===== src/hdl/assert_macros.svh =====
// Assertion macros shared by the formatter RTL.
`ifndef ASSERT_MACROS_SVH
`define ASSERT_MACROS_SVH

`ifndef NO_ASSERTIONS

// Checked on every edge outside reset
`define ITOA_ASSERT(lbl, prop, msg) \
  lbl: assert property (@(posedge clk) disable iff (rst) prop) else $error(msg);

// Checked on every edge, reset included
`define ITOA_ASSERT_ALWAYS(lbl, prop, msg) \
  lbl: assert property (@(posedge clk) prop) else $error(msg);

`else

`define ITOA_ASSERT(lbl, prop, msg)
`define ITOA_ASSERT_ALWAYS(lbl, prop, msg)

`endif

`endif


===== src/hdl/itoa_pkg.sv =====
// Shared types, constants and the digit-to-ASCII function of the formatter.
package itoa_pkg;

  localparam int VALUE_W    = 64;
  localparam int BIN_W      = 32;
  localparam int NIB_W      = 4;
  localparam int BCD_DIGITS = 10;
  localparam int BCD_W      = BCD_DIGITS * NIB_W;
  localparam int DEC_PAD_W  = VALUE_W - BCD_W;
  localparam int HEX_PAD_W  = VALUE_W - BIN_W;
  localparam int BIT_CNT_W  = $clog2(BIN_W);
  localparam int CNT_W      = 5;
  localparam int CHAR_W     = 8;

  localparam logic [CNT_W-1:0] NDIG_DEC   = CNT_W'(BCD_DIGITS);
  localparam logic [CNT_W-1:0] NDIG_HEX32 = CNT_W'(BIN_W / NIB_W);
  localparam logic [CNT_W-1:0] NDIG_PTR   = CNT_W'(VALUE_W / NIB_W);

  localparam logic [CHAR_W-1:0] CHAR_ZERO       = 8'h30; // '0'
  localparam logic [CHAR_W-1:0] CHAR_UPPER_BASE = 8'h37; // 'A' - 10
  localparam logic [CHAR_W-1:0] CHAR_LOWER_BASE = 8'h57; // 'a' - 10

  typedef enum logic [1:0] {
    OP_DEC       = 2'd0,
    OP_HEX_LOWER = 2'd1,
    OP_HEX_UPPER = 2'd2,
    OP_PTR       = 2'd3
  } op_t;

  // Load request from the top-level sequencer to the digit emitter
  typedef struct packed {
    logic               valid;
    op_t                mode;
    logic [VALUE_W-1:0] digits;   // digits aligned to the MS end
    logic [CNT_W-1:0]   ndigits;  // digit slots before zero stripping
  } emit_load_t;

  function automatic logic [CHAR_W-1:0] nib_to_ascii(input logic [NIB_W-1:0] nib,
                                                      input logic upper);
    logic [CHAR_W-1:0] base;
    if (nib < 4'd10) begin
      base = CHAR_ZERO;
    end else if (upper) begin
      base = CHAR_UPPER_BASE;
    end else begin
      base = CHAR_LOWER_BASE;
    end
    return base + CHAR_W'(nib);
  endfunction

endpackage


===== src/hdl/integer_to_ascii_formatter_unit.sv =====
// Top level of the integer to ASCII formatter.
// Takes one number and a format code per item and sends its ASCII digits, most
// significant first with leading zeros dropped, one character per result item.
// A hex item is accepted, its leading zero digits are skipped, its characters
// are sent, and the sequencer then returns to idle. A decimal item first runs
// the bit-serial BCD converter, one bit of the value per cycle, then is loaded
// into the emitter and goes on as a hex item does. The output register lets
// the next item be accepted while the last character still waits to be taken;
// a stalled output adds its stall cycles to the emitting phase.
module integer_to_ascii_formatter_unit (
  input  logic                         clk,
  input  logic                         rst,
  input  logic                         in_valid,
  output logic                         in_ready,
  input  logic [1:0]                   op,
  input  logic [itoa_pkg::VALUE_W-1:0] value,
  output logic                         out_valid,
  input  logic                         out_ready,
  output logic [itoa_pkg::CHAR_W-1:0]  ascii_char,
  output logic                         last,
  output logic [itoa_pkg::CNT_W-1:0]   digit_count
);
  import itoa_pkg::*;

  `include "assert_macros.svh"

  typedef enum logic [2:0] {
    ST_IDLE = 3'b001,
    ST_CONV = 3'b010,
    ST_EMIT = 3'b100
  } top_state_t;

  top_state_t       state;
  op_t              op_in;
  logic             in_fire;
  logic             bcd_start;
  logic             bcd_busy;
  logic             bcd_done;
  logic [BCD_W-1:0] bcd_digits;
  logic             emit_busy;
  emit_load_t       load;

  assign op_in     = op_t'(op);
  assign in_ready  = (state == ST_IDLE);
  assign in_fire   = in_valid && in_ready;
  assign bcd_start = in_fire && (op_in == OP_DEC);

  // Emitter load: hex straight from the input, decimal once BCD is ready
  always_comb begin
    load = '0;
    if (state == ST_CONV) begin
      load.valid   = bcd_done;
      load.mode    = OP_DEC;
      load.digits  = {bcd_digits, {DEC_PAD_W{1'b0}}};
      load.ndigits = NDIG_DEC;
    end else begin
      load.valid = in_fire && (op_in != OP_DEC);
      load.mode  = op_in;
      if (op_in == OP_PTR) begin
        load.digits  = value;
        load.ndigits = NDIG_PTR;
      end else begin
        load.digits  = {value[BIN_W-1:0], {HEX_PAD_W{1'b0}}};
        load.ndigits = NDIG_HEX32;
      end
    end
  end

  // Item sequencer
  always_ff @(posedge clk) begin
    if (rst) begin
      state <= ST_IDLE;
    end else begin
      unique case (state)
        ST_IDLE: begin
          if (bcd_start) begin
            state <= ST_CONV;
          end else if (in_fire) begin
            state <= ST_EMIT;
          end
        end
        ST_CONV: begin
          if (bcd_done) begin
            state <= ST_EMIT;
          end
        end
        ST_EMIT: begin
          if (!emit_busy) begin
            state <= ST_IDLE;
          end
        end
        default: state <= ST_IDLE;
      endcase
    end
  end

  itoa_bcd u_bcd (
    .clk    (clk),
    .rst    (rst),
    .start  (bcd_start),
    .bin_in (value[BIN_W-1:0]),
    .busy   (bcd_busy),
    .done   (bcd_done),
    .bcd    (bcd_digits)
  );

  itoa_emit u_emit (
    .clk         (clk),
    .rst         (rst),
    .load        (load),
    .busy        (emit_busy),
    .out_valid   (out_valid),
    .out_ready   (out_ready),
    .ascii_char  (ascii_char),
    .last        (last),
    .digit_count (digit_count)
  );

  `ITOA_ASSERT(a_conv_emit_idle, state == ST_CONV |-> !emit_busy, "emitter busy during conversion")
  `ITOA_ASSERT(a_conv_running, state == ST_CONV |-> bcd_busy || bcd_done, "conversion stalled")
  `ITOA_ASSERT(a_idle_no_work, state == ST_IDLE |-> !emit_busy && !bcd_busy, "idle with work left")

endmodule


===== src/hdl/itoa_bcd.sv =====
// Bit-serial binary to BCD converter (shift and add-3), one input bit per cycle.
module itoa_bcd (
  input  logic                       clk,
  input  logic                       rst,
  input  logic                       start,
  input  logic [itoa_pkg::BIN_W-1:0] bin_in,
  output logic                       busy,
  output logic                       done,
  output logic [itoa_pkg::BCD_W-1:0] bcd
);
  import itoa_pkg::*;

  logic [BIN_W-1:0]     bin_sr;
  logic [BIT_CNT_W-1:0] bit_cnt;
  logic [BCD_W-1:0]     bcd_adj;

  // Add 3 to every digit of five or more before the shift
  always_comb begin
    for (int d = 0; d < BCD_DIGITS; d++) begin
      if (bcd[d*NIB_W +: NIB_W] >= 4'd5) begin
        bcd_adj[d*NIB_W +: NIB_W] = bcd[d*NIB_W +: NIB_W] + 4'd3;
      end else begin
        bcd_adj[d*NIB_W +: NIB_W] = bcd[d*NIB_W +: NIB_W];
      end
    end
  end

  // Control
  always_ff @(posedge clk) begin
    if (rst) begin
      busy    <= 1'b0;
      done    <= 1'b0;
      bit_cnt <= '0;
    end else begin
      done <= 1'b0;
      if (start) begin
        busy    <= 1'b1;
        bit_cnt <= '0;
      end else if (busy) begin
        bit_cnt <= bit_cnt + 1'b1;
        if (bit_cnt == BIT_CNT_W'(BIN_W - 1)) begin
          busy <= 1'b0;
          done <= 1'b1;
        end
      end
    end
  end

  // Datapath: binary bits leave MS first into the BCD register
  always_ff @(posedge clk) begin
    if (start) begin
      bin_sr <= bin_in;
      bcd    <= '0;
    end else if (busy) begin
      bin_sr <= {bin_sr[BIN_W-2:0], 1'b0};
      bcd    <= {bcd_adj[BCD_W-2:0], bin_sr[BIN_W-1]};
    end
  end

endmodule


===== src/hdl/itoa_emit.sv =====
// Digit emitter: strips leading zeros, sends one char per cycle unless stalled.
module itoa_emit (
  input  logic                             clk,
  input  logic                             rst,
  input  itoa_pkg::emit_load_t             load,
  output logic                             busy,
  output logic                             out_valid,
  input  logic                             out_ready,
  output logic [itoa_pkg::CHAR_W-1:0]      ascii_char,
  output logic                             last,
  output logic [itoa_pkg::CNT_W-1:0]       digit_count
);
  import itoa_pkg::*;

  `include "assert_macros.svh"

  typedef enum logic [2:0] {
    E_IDLE = 3'b001,
    E_SKIP = 3'b010,
    E_EMIT = 3'b100
  } emit_state_t;

  emit_state_t        state;
  logic [VALUE_W-1:0] digit_shift;
  logic [CNT_W-1:0]   digits_left;
  op_t                format_mode;
  logic [CNT_W-1:0]   count;
  logic [NIB_W-1:0]   top_nib;
  logic               slot_free;
  logic               fire;

  assign top_nib   = digit_shift[VALUE_W-1 -: NIB_W];
  assign slot_free = !out_valid || out_ready;
  assign fire      = (state == E_EMIT) && slot_free;
  assign busy      = (state != E_IDLE);

  // Sequencer and digit shift register
  always_ff @(posedge clk) begin
    if (rst) begin
      state       <= E_IDLE;
      digit_shift <= '0;
      digits_left <= '0;
      format_mode <= OP_DEC;
    end else begin
      unique case (state)
        E_IDLE: begin
          if (load.valid) begin
            digit_shift <= load.digits;
            digits_left <= load.ndigits;
            format_mode <= load.mode;
            state       <= E_SKIP;
          end
        end
        E_SKIP: begin
          if (top_nib == '0 && digits_left > CNT_W'(1)) begin
            digit_shift <= {digit_shift[VALUE_W-NIB_W-1:0], {NIB_W{1'b0}}};
            digits_left <= digits_left - 1'b1;
          end else begin
            state <= E_EMIT;
          end
        end
        E_EMIT: begin
          if (slot_free) begin
            digit_shift <= {digit_shift[VALUE_W-NIB_W-1:0], {NIB_W{1'b0}}};
            digits_left <= digits_left - 1'b1;
            if (digits_left == CNT_W'(1)) begin
              state <= E_IDLE;
            end
          end
        end
        default: state <= E_IDLE;
      endcase
    end
  end

  // Digit total, fixed once zero stripping ends
  always_ff @(posedge clk) begin
    if (state == E_SKIP) begin
      count <= digits_left;
    end
  end

  // Output register
  always_ff @(posedge clk) begin
    if (rst) begin
      out_valid <= 1'b0;
    end else if (fire) begin
      out_valid <= 1'b1;
    end else if (out_ready) begin
      out_valid <= 1'b0;
    end
  end

  always_ff @(posedge clk) begin
    if (fire) begin
      ascii_char  <= nib_to_ascii(top_nib, format_mode == OP_HEX_UPPER);
      last        <= (digits_left == CNT_W'(1));
      digit_count <= count;
    end
  end

  `ITOA_ASSERT(a_load_when_idle, load.valid |-> state == E_IDLE, "load while emitter busy")
  `ITOA_ASSERT(a_emit_has_digits, state == E_EMIT |-> digits_left != '0, "emit with no digits")
  `ITOA_ASSERT(a_left_range, digits_left <= NDIG_PTR, "digit counter out of range")

endmodule


===== config.mk =====
export PLATFORM = sky130hd
export DESIGN_NAME = integer_to_ascii_formatter_unit
export DESIGN_NICKNAME = d
export VERILOG_FILES = /design/src/hdl/itoa_pkg.sv /design/src/hdl/integer_to_ascii_formatter_unit.sv /design/src/hdl/itoa_bcd.sv /design/src/hdl/itoa_emit.sv
export VERILOG_INCLUDE_DIRS = /design/src /design/src/hdl
export SDC_FILE = /design/constraint.sdc
export NUM_CORES = 1
export LEC_CHECK = 0
export BUFFER_PORTS_ARGS = -buffer_cell sky130_fd_sc_hd__buf_2
export CORE_UTILIZATION = 43
export DETAILED_ROUTE_END_ITERATION = 7
export GPL_TIMING_DRIVEN = 0
export SYNTH_ARGS = -nofsm -noshare
export SYNTH_HDL_FRONTEND = slang
export SYNTH_SLANG_ARGS = --single-unit

===== constraint.sdc =====
create_clock -name clk -period 3.5 [get_ports clk]
set_input_delay 0.525 -clock clk [delete_from_list [all_inputs] [get_ports clk]]
set_output_delay 0.525 -clock clk [all_outputs]
set_load 0.02 [all_outputs]

==> results of run 1 <==
==> Yosys cell counts, drive strengths merged (32+ instances only) <==
| cell | number | area (µm²) |
|---|---|---|
| a211oi | 44 | 345 |
| a21oi | 53 | 265 |
| a311oi | 32 | 280 |
| buf | 37 | 234 |
| clkbuf | 38 | 143 |
| dfxtp | 125 | 2500 |
| edfxtp | 51 | 1530 |
| mux2i | 32 | 320 |
| nand2 | 72 | 270 |
| nand3 | 48 | 240 |
| nor2 | 124 | 465 |
| nor3 | 62 | 315 |
==> cell type report <==
type | count | area, µm² | share of cell area
clock inverter | 14 | 123 | 0.0121
timing repair buffer | 82 | 410 | 0.0406
clock buffer | 18 | 429 | 0.0425
multi-input combinational | 670 | 4300 | 0.426
tap | 265 | 332 | 0.0328
buffer | 75 | 377 | 0.0373
sequential | 176 | 4030 | 0.399
inverter | 27 | 101 | 0.0100
==> sequential cells by signal, summed over array words and instances (netlist names) <==
register,cells
u_emit.out_valid,1
u_emit.count,5
u_bcd.bit_cnt,5
u_bcd.bin_sr,32
u_emit.format_mode,2
u_bcd.done,1
u_bcd.bcd,40
state,3
u_emit.last,1
u_emit.digit_count,5
u_emit.digit_shift,64
u_emit.ascii_char,8
u_emit.digits_left,5
u_emit.state,3
u_bcd.busy,1
==> per-stage QoR <==
stage | power [W] | std cells
floorplan | 0.00398 | 948
global placement | 0.00439 | 1295
detailed placement | 0.00443 | 1295
CTS | 0.00625 | 1327
global route | 0.00660 | 1327
finish | 0.00624 | 1327
==> cell families after synthesis <==
| group | share of synthesized area |
|---|---|
| compound gates | 0.169 |
| simple gates | 0.186 |
| mux | 0.0760 |
| buf+inv | 0.0543 |
| xor+xnor | 0.0169 |
| flops | 0.458 |
| fa+ha+maj | 0.0392 |
| other cells | 0.000426 |
==> per-layer routing <==
metal	up-vias	global-route usage	wire length, µm
met5	-	0	0
met4	0	0.0811	510
met3	34	0.0377	1270
met2	225	0.376	11100
met1	3516	0.335	11800
li1	3656	-	-
==> what timing repair did <==
| action | CTS | global route |
|---|---|---|
| endpoints found under the setup margin | 0 | 32 |
| resized for setup | 0 | 1 |
| hold endpoints to repair | 0 | 0 |
==> where the power goes <==
part / internal (W) / total [W] / switching [W]
clock: 0.000935 / 0.00183 / 0.000898
sequential: 0.00245 / 0.00281 / 0.000366
combinational: 0.000713 / 0.00159 / 0.000882
==> path summary, 6_finish.rpt <==
kind	end
max	u_bcd.bin_sr[4]$_DFFE_PP_
min	u_emit.digit_shift[3]$_SDFFE_PP0P_
max reg2reg	u_bcd.bin_sr[4]$_DFFE_PP_
min reg2reg	u_emit.digit_count[2]$_DFFE_PP_
==> worst max-delay path, stage by stage, from the launching register on <==
cell and delay [ns]:
sky130_fd_sc_hd__dfxtp_1 0.47, sky130_fd_sc_hd__nand4bb_1 0.27, sky130_fd_sc_hd__nor3_4 0.60, sky130_fd_sc_hd__clkbuf_1 0.62
sky130_fd_sc_hd__or2_2 0.79
==> impl_metrics.tcl, run 1 <==
set metrics [dict create \
    layout_setup_ws_ns 0.348 \
    gp_routability_congestion 0.865 \
    cp-startpoint "state[0]$_SDFFE_PP1P_" \
    worst_hold_startpoint "value[3]" \
    commonest_cells_after_routing_fill_and_taps_aside "sky130_fd_sc_hd__dfxtp_1 (125), sky130_fd_sc_hd__nor2_1 (124), sky130_fd_sc_hd__buf_2 (107)" \
    timing.hold.worst_path_depth 3 \
    clock_pin_slew_reported_for_the_worst_setup_and_hold_paths_after_clock_tree_synthesis_ns 0.08 \
    tritoncts.num_buffers 17 \
    routed_via_density 5.60 \
    wl_per_cell_um 18.6 \
    synth_enable_flop_cells 51 \
    die_h_um 145 \
    setup.worst_path.class "register to register" \
    dominantRegCellSynth "sky130_fd_sc_hd__dfxtp_1" \
    placed_cell_area_um2 9550 \
    grt_max_degree 33 \
    first_pass_grt_wire_length_um 39000 \
    clock_sink_count 176 \
    mappedNetlistArea_um2 8810 \
    syn-instance-count 948 \
    synth_fp_nets 1045 \
    fillerInstances 1896 \
    first_global_vias 6988 \
    area_delta_synth_final_pct 14.8 \
    min_period_over_period 0.900 \
    synth_area_per_cell_um2 9.29 \
    nets 1146 \
    min_period_ns 3.15 \
    initial_core_utilization 0.445 \
    worst-endpoint-required_ns 3.57 \
    worstSetupStartpointType "register" \
    pre_cts_ws_ns -0.0367 \
    max-cap-violations 0 \
    clock_tree_from_tritoncts "built" \
    setup_tns_ns 0 \
    critPathArrivalTime_ns 3.22 \
    core_region_area_um2 19800 \
    yosysWarningCount 0 \
    type_of_the_tightest_min_delay_check "input port to register" \
    antenna_cells_inserted 0 \
    finalHoldWorstSlack_ns 0.372 \
    cts-htree-levels 4 \
    ioPinCount 86 \
    post_cts_buffers 0 \
    drt_first_pass_iters 6 \
    clock_latency_ns 0.44 \
    max-clock-path-buffers 2 \
    root_buffer "sky130_fd_sc_hd__clkbuf_16" \
    ys_seq_area_frac 0.458 \
    drt.antenna.violating_nets 0 \
    detailroute.via_count 7431 \
    drcViolationCount 0 \
    power-per-cell-area_nw_per_um2 618 \
    cts_hold_buffers 0 \
    postRouteWirelength_um 24700 \
    hpwl_um 18400 \
    p_leak_nw 3.88 \
    worst_r2r_path_cells 4 \
    drive_above_1_share 0.178 \
    finalClockSkew_ns 0.0109 \
    grt.total_usage 0.240 \
    regToRegStartpoint "state[0]$_SDFFE_PP1P_" \
    die_w_um 145 \
    synth_seq_cells 176 \
    run_status "complete, no violations" \
    antenna_found_initial 0 \
    tightestPinTransition_ns 0.844 \
    postSynth.asyncResetShare 0 \
    rrSetupSlack_ns 0.35 \
    util_after_layout 0.511 \
    grt_remaining_overflow 0 \
    timing.critical_path.fanout_max 32 \
    synth_cell_types 52 \
    num_rows 51 \
    unrepaired_setup_endpoints_after_global_routing "no" \
    vdd_ir_drop_max_uv 401 \
    critical_path.endpoint_type "register" \
    finalSetupViolCount 0 \
    hold_viol_final 0 \
    achievable-frequency_mhz 317 \
    max-slew-margin-rel 0.437 \
    fin_area_um2 10100 \
    detail_route.iter0.violations 528 \
    report.final.slew_viol_count 0 \
    layout_commonest_cell "sky130_fd_sc_hd__dfxtp_1" \
    die-area_um2 21100 \
    port_buffers 82 \
]
Note: power is estimated with default switching activity, not from simulation.
==> run 2: changes to the inputs <==
Settings changed: RECOVER_POWER from default to 25.
==> run 2 against run 1 <==
  * Critical path depth unchanged
  * Clock-buffer cell count is the same
  * Via count shrank 0.26%
  * Fmax increased by 2.4%
  * Hold slack got worse by 0.0017 ns
  * Sequential share of layout area rose by 0.17 points
  * Global-route usage unchanged
  * Clock skew is essentially flat
  * Total power down 0.12%
  * Critical endpoint unchanged
  * Highest routed layer unchanged
==> impl_metrics.tcl, run 2 (same netlist as run 1, synthesis figures left out) <==
set metrics [dict create \
    min_period_ns 3.08 \
    tightestPinTransition_ns 0.847 \
    core_region_area_um2 19800 \
    clock_tree_from_tritoncts "built" \
    first_global_vias 6988 \
    run_status "complete, no violations" \
    postRouteWirelength_um 24700 \
    antenna_cells_inserted 0 \
    commonest_cells_after_routing_fill_and_taps_aside "sky130_fd_sc_hd__dfxtp_1 (125), sky130_fd_sc_hd__nor2_1 (124), sky130_fd_sc_hd__buf_2 (89)" \
    die_h_um 145 \
    critical_path.max_stage_delay_ns 0.78 \
    type_of_the_tightest_min_delay_check "input port to register" \
    p_leak_nw 3.82 \
    port_buffers 82 \
    layout_commonest_cell "sky130_fd_sc_hd__dfxtp_1" \
    critPathTopFamily "simple AND/OR/NAND/NOR gates" \
    wl_per_cell_um 18.6 \
    worstSetupStartpointType "register" \
    clock_latency_ns 0.44 \
    routed_via_density 5.59 \
    antenna_found_initial 0 \
    max-cap-violations 0 \
    util_after_layout 0.509 \
    layout_top_registers "u_emit.digit_shift (64), u_bcd.bcd (40), u_bcd.bin_sr (32)" \
    unrepaired_setup_endpoints_after_global_routing "no" \
    hold_viol_final 0 \
    grt.total_usage 0.240 \
    worst_r2r_path_cells 4 \
    drive_above_1_share 0.157 \
    timing.hold.worst_path_depth 3 \
    root_buffer "sky130_fd_sc_hd__clkbuf_16" \
    detail_route.iter0.violations 502 \
    worst-endpoint-required_ns 3.57 \
    achievable-frequency_mhz 325 \
    finalClockSkew_ns 0.0110 \
    path_depth 4 \
    die_w_um 145 \
    clock_pin_slew_reported_for_the_worst_setup_and_hold_paths_after_clock_tree_synthesis_ns 0.08 \
    largest_register_ffs 64 \
    num_rows 51 \
    area_delta_synth_final_pct 14.3 \
    min_period_over_period 0.879 \
    max-clock-path-buffers 2 \
    tritoncts.num_buffers 17 \
    hpwl_um 18400 \
    drt.antenna.violating_nets 0 \
    regMostFlops "u_emit.digit_shift" \
    clock_sink_count 176 \
    power-per-cell-area_nw_per_um2 619 \
    detailroute.via_count 7412 \
    drt_first_pass_iters 4 \
    critical_path.n_buffers_inverters 1 \
    initial_core_utilization 0.445 \
    finalSetupViolCount 0 \
    die-area_um2 21100 \
    critPathArrivalTime_ns 3.14 \
    critical_path.endpoint_type "register" \
    report.final.slew_viol_count 0 \
    drcViolationCount 0 \
    max-slew-margin-rel 0.434 \
    setup.worst_path.class "register to register" \
    crit_path_cell_trace "nand4bb_1 -> nor3_4 -> clkbuf_1 -> or2_2" \
    grt_max_degree 33 \
    first_pass_grt_wire_length_um 39000 \
    timing.critical_path.fanout_max 32 \
    ioPinCount 86 \
    nets 1146 \
    gp_routability_congestion 0.865 \
    setup_tns_ns 0 \
    slowest_cell_on_the_critical_path "sky130_fd_sc_hd__or2_2" \
    fillerInstances 1906 \
    vdd_ir_drop_max_uv 400 \
    grt_remaining_overflow 0 \
    cts-htree-levels 4 \
]
-- run 2: final timing paths --
path,startpoint,to,slack [ns]
max reg2reg,state[1]$_SDFFE_PP0P_,u_bcd.bin_sr[4]$_DFFE_PP_,0.42
min reg2reg,u_emit.count[2]$_DFFE_PP_,u_emit.digit_count[2]$_DFFE_PP_,0.42
max,state[1]$_SDFFE_PP0P_,u_bcd.bin_sr[4]$_DFFE_PP_,0.42
min,value[3],u_emit.digit_shift[3]$_SDFFE_PP0P_,0.37
-- run 2: through the flow --
stage          power (W)  area (µm²)  std cells  hold WS [ns]  setup WS, ns
2_1_floorplan    0.00398        8810        948         0.400          1.24
3_3_place_gp     0.00439        9550       1295         0.404       -0.0390
3_5_place_dp     0.00443        9550       1295         0.405       -0.0367
4_1_cts          0.00625       10100       1327         0.367        0.0876
5_1_grt          0.00659       10100       1327         0.383         0.206
6_report         0.00623       10100       1327         0.371         0.422
-- run 2: what timing repair did --
action,CTS,global route
hold buffers,0,0
resized for setup,0,1
setup endpoints to repair,0,32
setup buffers,0,0
-- run 2: final cells by class --
cell class | instances | area (µm²) | share of cell area
clock inverters | 14 | 123 | 0.0122
well taps | 265 | 332 | 0.0330
multi-input cells | 670 | 4280 | 0.425
inverters | 27 | 101 | 0.0101
repair buffers | 82 | 390 | 0.0388
clock buffers | 18 | 429 | 0.0427
flip-flops and latches | 176 | 4030 | 0.401
plain buffers | 75 | 374 | 0.0372
-- run 2: tightest hold or removal path, delay by kind of cell --
kind            cells  cell delay [ns]
compound gates      1             0.06
buf+inv             1             0.12
simple gates        1             0.06
-- run 2: per-layer routing --
layer / track usage / vias to the layer above / part of all wire
li1: - / 3657 / -
met2: 0.376 / 234 / 0.45
met4: 0.0811 / 0 / 0.019
met1: 0.335 / 3492 / 0.48
met3: 0.0377 / 29 / 0.055
met5: 0 / - / 0
-- run 2: where the power goes --
part           leakage (nW)  internal, W  switching (W)
Clock                 0.266     0.000935       0.000896
Sequential             1.49      0.00245       0.000365
Combinational          2.06     0.000710       0.000879
==> run 3: changes to the inputs <==
Settings changed: RECOVER_POWER 25 to 100.
==> run 3 against run 2 <==
  * Wire length rose by 0.26%
  * Core utilization is 0.18 points lower
  * Non-clock buffer count stayed put
  * Die area is the same
  * Hold slack hardly changed
  * Critical endpoint unchanged
==> impl_metrics.tcl, run 3 (same netlist as run 1, synthesis figures left out) <==
set metrics [dict create \
    run_status "complete, no violations" \
    die_h_um 145 \
    root_buffer "sky130_fd_sc_hd__clkbuf_16" \
    min_period_ns 3.09 \
    routed_via_density 5.61 \
    detail_route.iter0.violations 566 \
    gp_routability_congestion 0.865 \
    worstSetupStartpointType "register" \
    die_w_um 145 \
    max-clock-path-buffers 2 \
    antenna_cells_inserted 0 \
    netSwitchingPower_w 0.00215 \
    sw_frac_of_total 0.345 \
    num_rows 51 \
    grt_max_degree 33 \
    tritoncts.num_buffers 17 \
    max-slew-margin-rel 0.434 \
    clock_sink_count 176 \
    commonest_cells_after_routing_fill_and_taps_aside "sky130_fd_sc_hd__dfxtp_1 (125), sky130_fd_sc_hd__nor2_1 (124), sky130_fd_sc_hd__buf_2 (79)" \
    hold_viol_final 0 \
    cts-htree-levels 4 \
    clock_pin_slew_reported_for_the_worst_setup_and_hold_paths_after_clock_tree_synthesis_ns 0.08 \
    grt_remaining_overflow 0 \
    drt_first_pass_iters 5 \
    critical_path.endpoint_type "register" \
    grt.total_usage 0.240 \
    max-cap-violations 0 \
    critical_path.max_stage_delay_ns 0.79 \
    layout_top_registers "u_emit.digit_shift (64), u_bcd.bcd (40), u_bcd.bin_sr (32)" \
    comb_power_share 0.253 \
    critPathArrivalTime_ns 3.16 \
    worst-endpoint-required_ns 3.57 \
    detailroute.via_count 7439 \
    regMostFlops "u_emit.digit_shift" \
    achievable-frequency_mhz 323 \
    largest_register_ffs 64 \
    finalClockSkew_ns 0.0103 \
    port_buffers 82 \
    fin_area_um2 10000 \
    layout_commonest_cell "sky130_fd_sc_hd__dfxtp_1" \
    tightestPinTransition_ns 0.847 \
    clockPowerShare 0.295 \
    timing.critical_path.fanout_max 32 \
    p_int_w 0.00408 \
    cts_hold_buffers 0 \
    setup.worst_path.class "register to register" \
    crit_path_cell_trace "nand4bb_1 -> nor3_4 -> clkbuf_1 -> or2_2" \
    hpwl_um 18400 \
    type_of_the_tightest_min_delay_check "input port to register" \
    drt.antenna.violating_nets 0 \
    first_global_vias 6988 \
    initial_core_utilization 0.445 \
    fillerInstances 1912 \
    slowest_cell_on_the_critical_path "sky130_fd_sc_hd__or2_2" \
    p_leak_nw 3.77 \
    antenna_found_initial 0 \
    die-area_um2 21100 \
    unrepaired_setup_endpoints_after_global_routing "no" \
    wl_per_cell_um 18.6 \
    seqPwrFrac 0.452 \
    drcViolationCount 0 \
    postRouteWirelength_um 24700 \
    placed_cell_area_um2 9550 \
    ioPinCount 86 \
    area_delta_synth_final_pct 13.9 \
    clock_latency_ns 0.44 \
    report.final.slew_viol_count 0 \
    finalSetupViolCount 0 \
    core_region_area_um2 19800 \
    clock_tree_from_tritoncts "built" \
    nets 1146 \
    util_after_layout 0.507 \
    drive_above_1_share 0.143 \
    first_pass_grt_wire_length_um 39000 \
    min_period_over_period 0.884 \
    vdd_ir_drop_max_uv 400 \
    power-per-cell-area_nw_per_um2 621 \
]
-- run 3: cell count changes in the layout (fill, tap and decap cells not counted), sizes merged --
cell    previous run  this run
buf              101        89
clkbuf            74        86
-- run 3: repair_timing --
item	4_1_cts	5_1_grt
setup buffers	0	0
setup endpoints to repair	0	32
resized for setup	0	1
-- run 3: per-layer routing --
layer,vias to the layer above,track usage,wire length [µm],part of all wire
met5,-,0,0,0
met4,0,0.0811,513,0.021
li1,3647,-,-,-
met2,245,0.376,11000,0.45
met1,3512,0.335,11800,0.48
met3,35,0.0377,1340,0.054
-- run 3: worst max-delay path, delay by kind of cell (launching register included) --
kind | cells | cell delay [ns]
simple gates | 3 | 1.60
flops | 1 | 0.46
buf+inv | 1 | 0.63
-- run 3: worst paths after layout --
| path | start | endpoint | slack, ns | cells after the start |
|---|---|---|---|---|
| setup / recovery | state[0]$_SDFFE_PP1P_ | u_bcd.bin_sr[4]$_DFFE_PP_ | 0.41 | 4 |
| hold / removal | value[3] | u_emit.digit_shift[3]$_SDFFE_PP0P_ | 0.37 | 3 |
| setup reg to reg | state[0]$_SDFFE_PP1P_ | u_bcd.bin_sr[4]$_DFFE_PP_ | 0.41 | 4 |
| hold reg to reg | u_emit.count[2]$_DFFE_PP_ | u_emit.digit_count[2]$_DFFE_PP_ | 0.42 | 0 |
-- run 3: layout make-up --
| cell class | instances | area [µm²] | area share |
|---|---|---|---|
| buffer | 75 | 350 | 0.0349 |
| clock buffer | 18 | 429 | 0.0428 |
| clock inverter | 14 | 123 | 0.0122 |
| inverter | 27 | 101 | 0.0101 |
| multi-input combinational | 670 | 4270 | 0.426 |
| sequential | 176 | 4030 | 0.402 |
| tap | 265 | 332 | 0.0331 |
| timing repair buffer | 82 | 390 | 0.0389 |
-- run 3: power groups by stage --
stage / clock, W / sequential (W) / combinational, W
5_1_grt: 0.00193 / 0.00286 / 0.00179
3_5_place_dp: 0 / 0.00285 / 0.00158
3_3_place_gp: 0 / 0.00285 / 0.00154
4_1_cts: 0.00185 / 0.00281 / 0.00159
2_1_floorplan: 0 / 0.00273 / 0.00125
6_report: 0.00184 / 0.00282 / 0.00158
-- run 3: metrics by stage --
stage               instances  TNS [ns]  hold slack (ns)  worst slack [ns]  total power, W
floorplan                 948         0            0.400              1.24         0.00398
global placement         1295     -1.17            0.404           -0.0390         0.00439
detailed placement       1295     -1.08            0.405           -0.0367         0.00443
CTS                      1327         0            0.367            0.0876         0.00625
global route             1327         0            0.383             0.131         0.00658
finish                   1327         0            0.371             0.406         0.00623
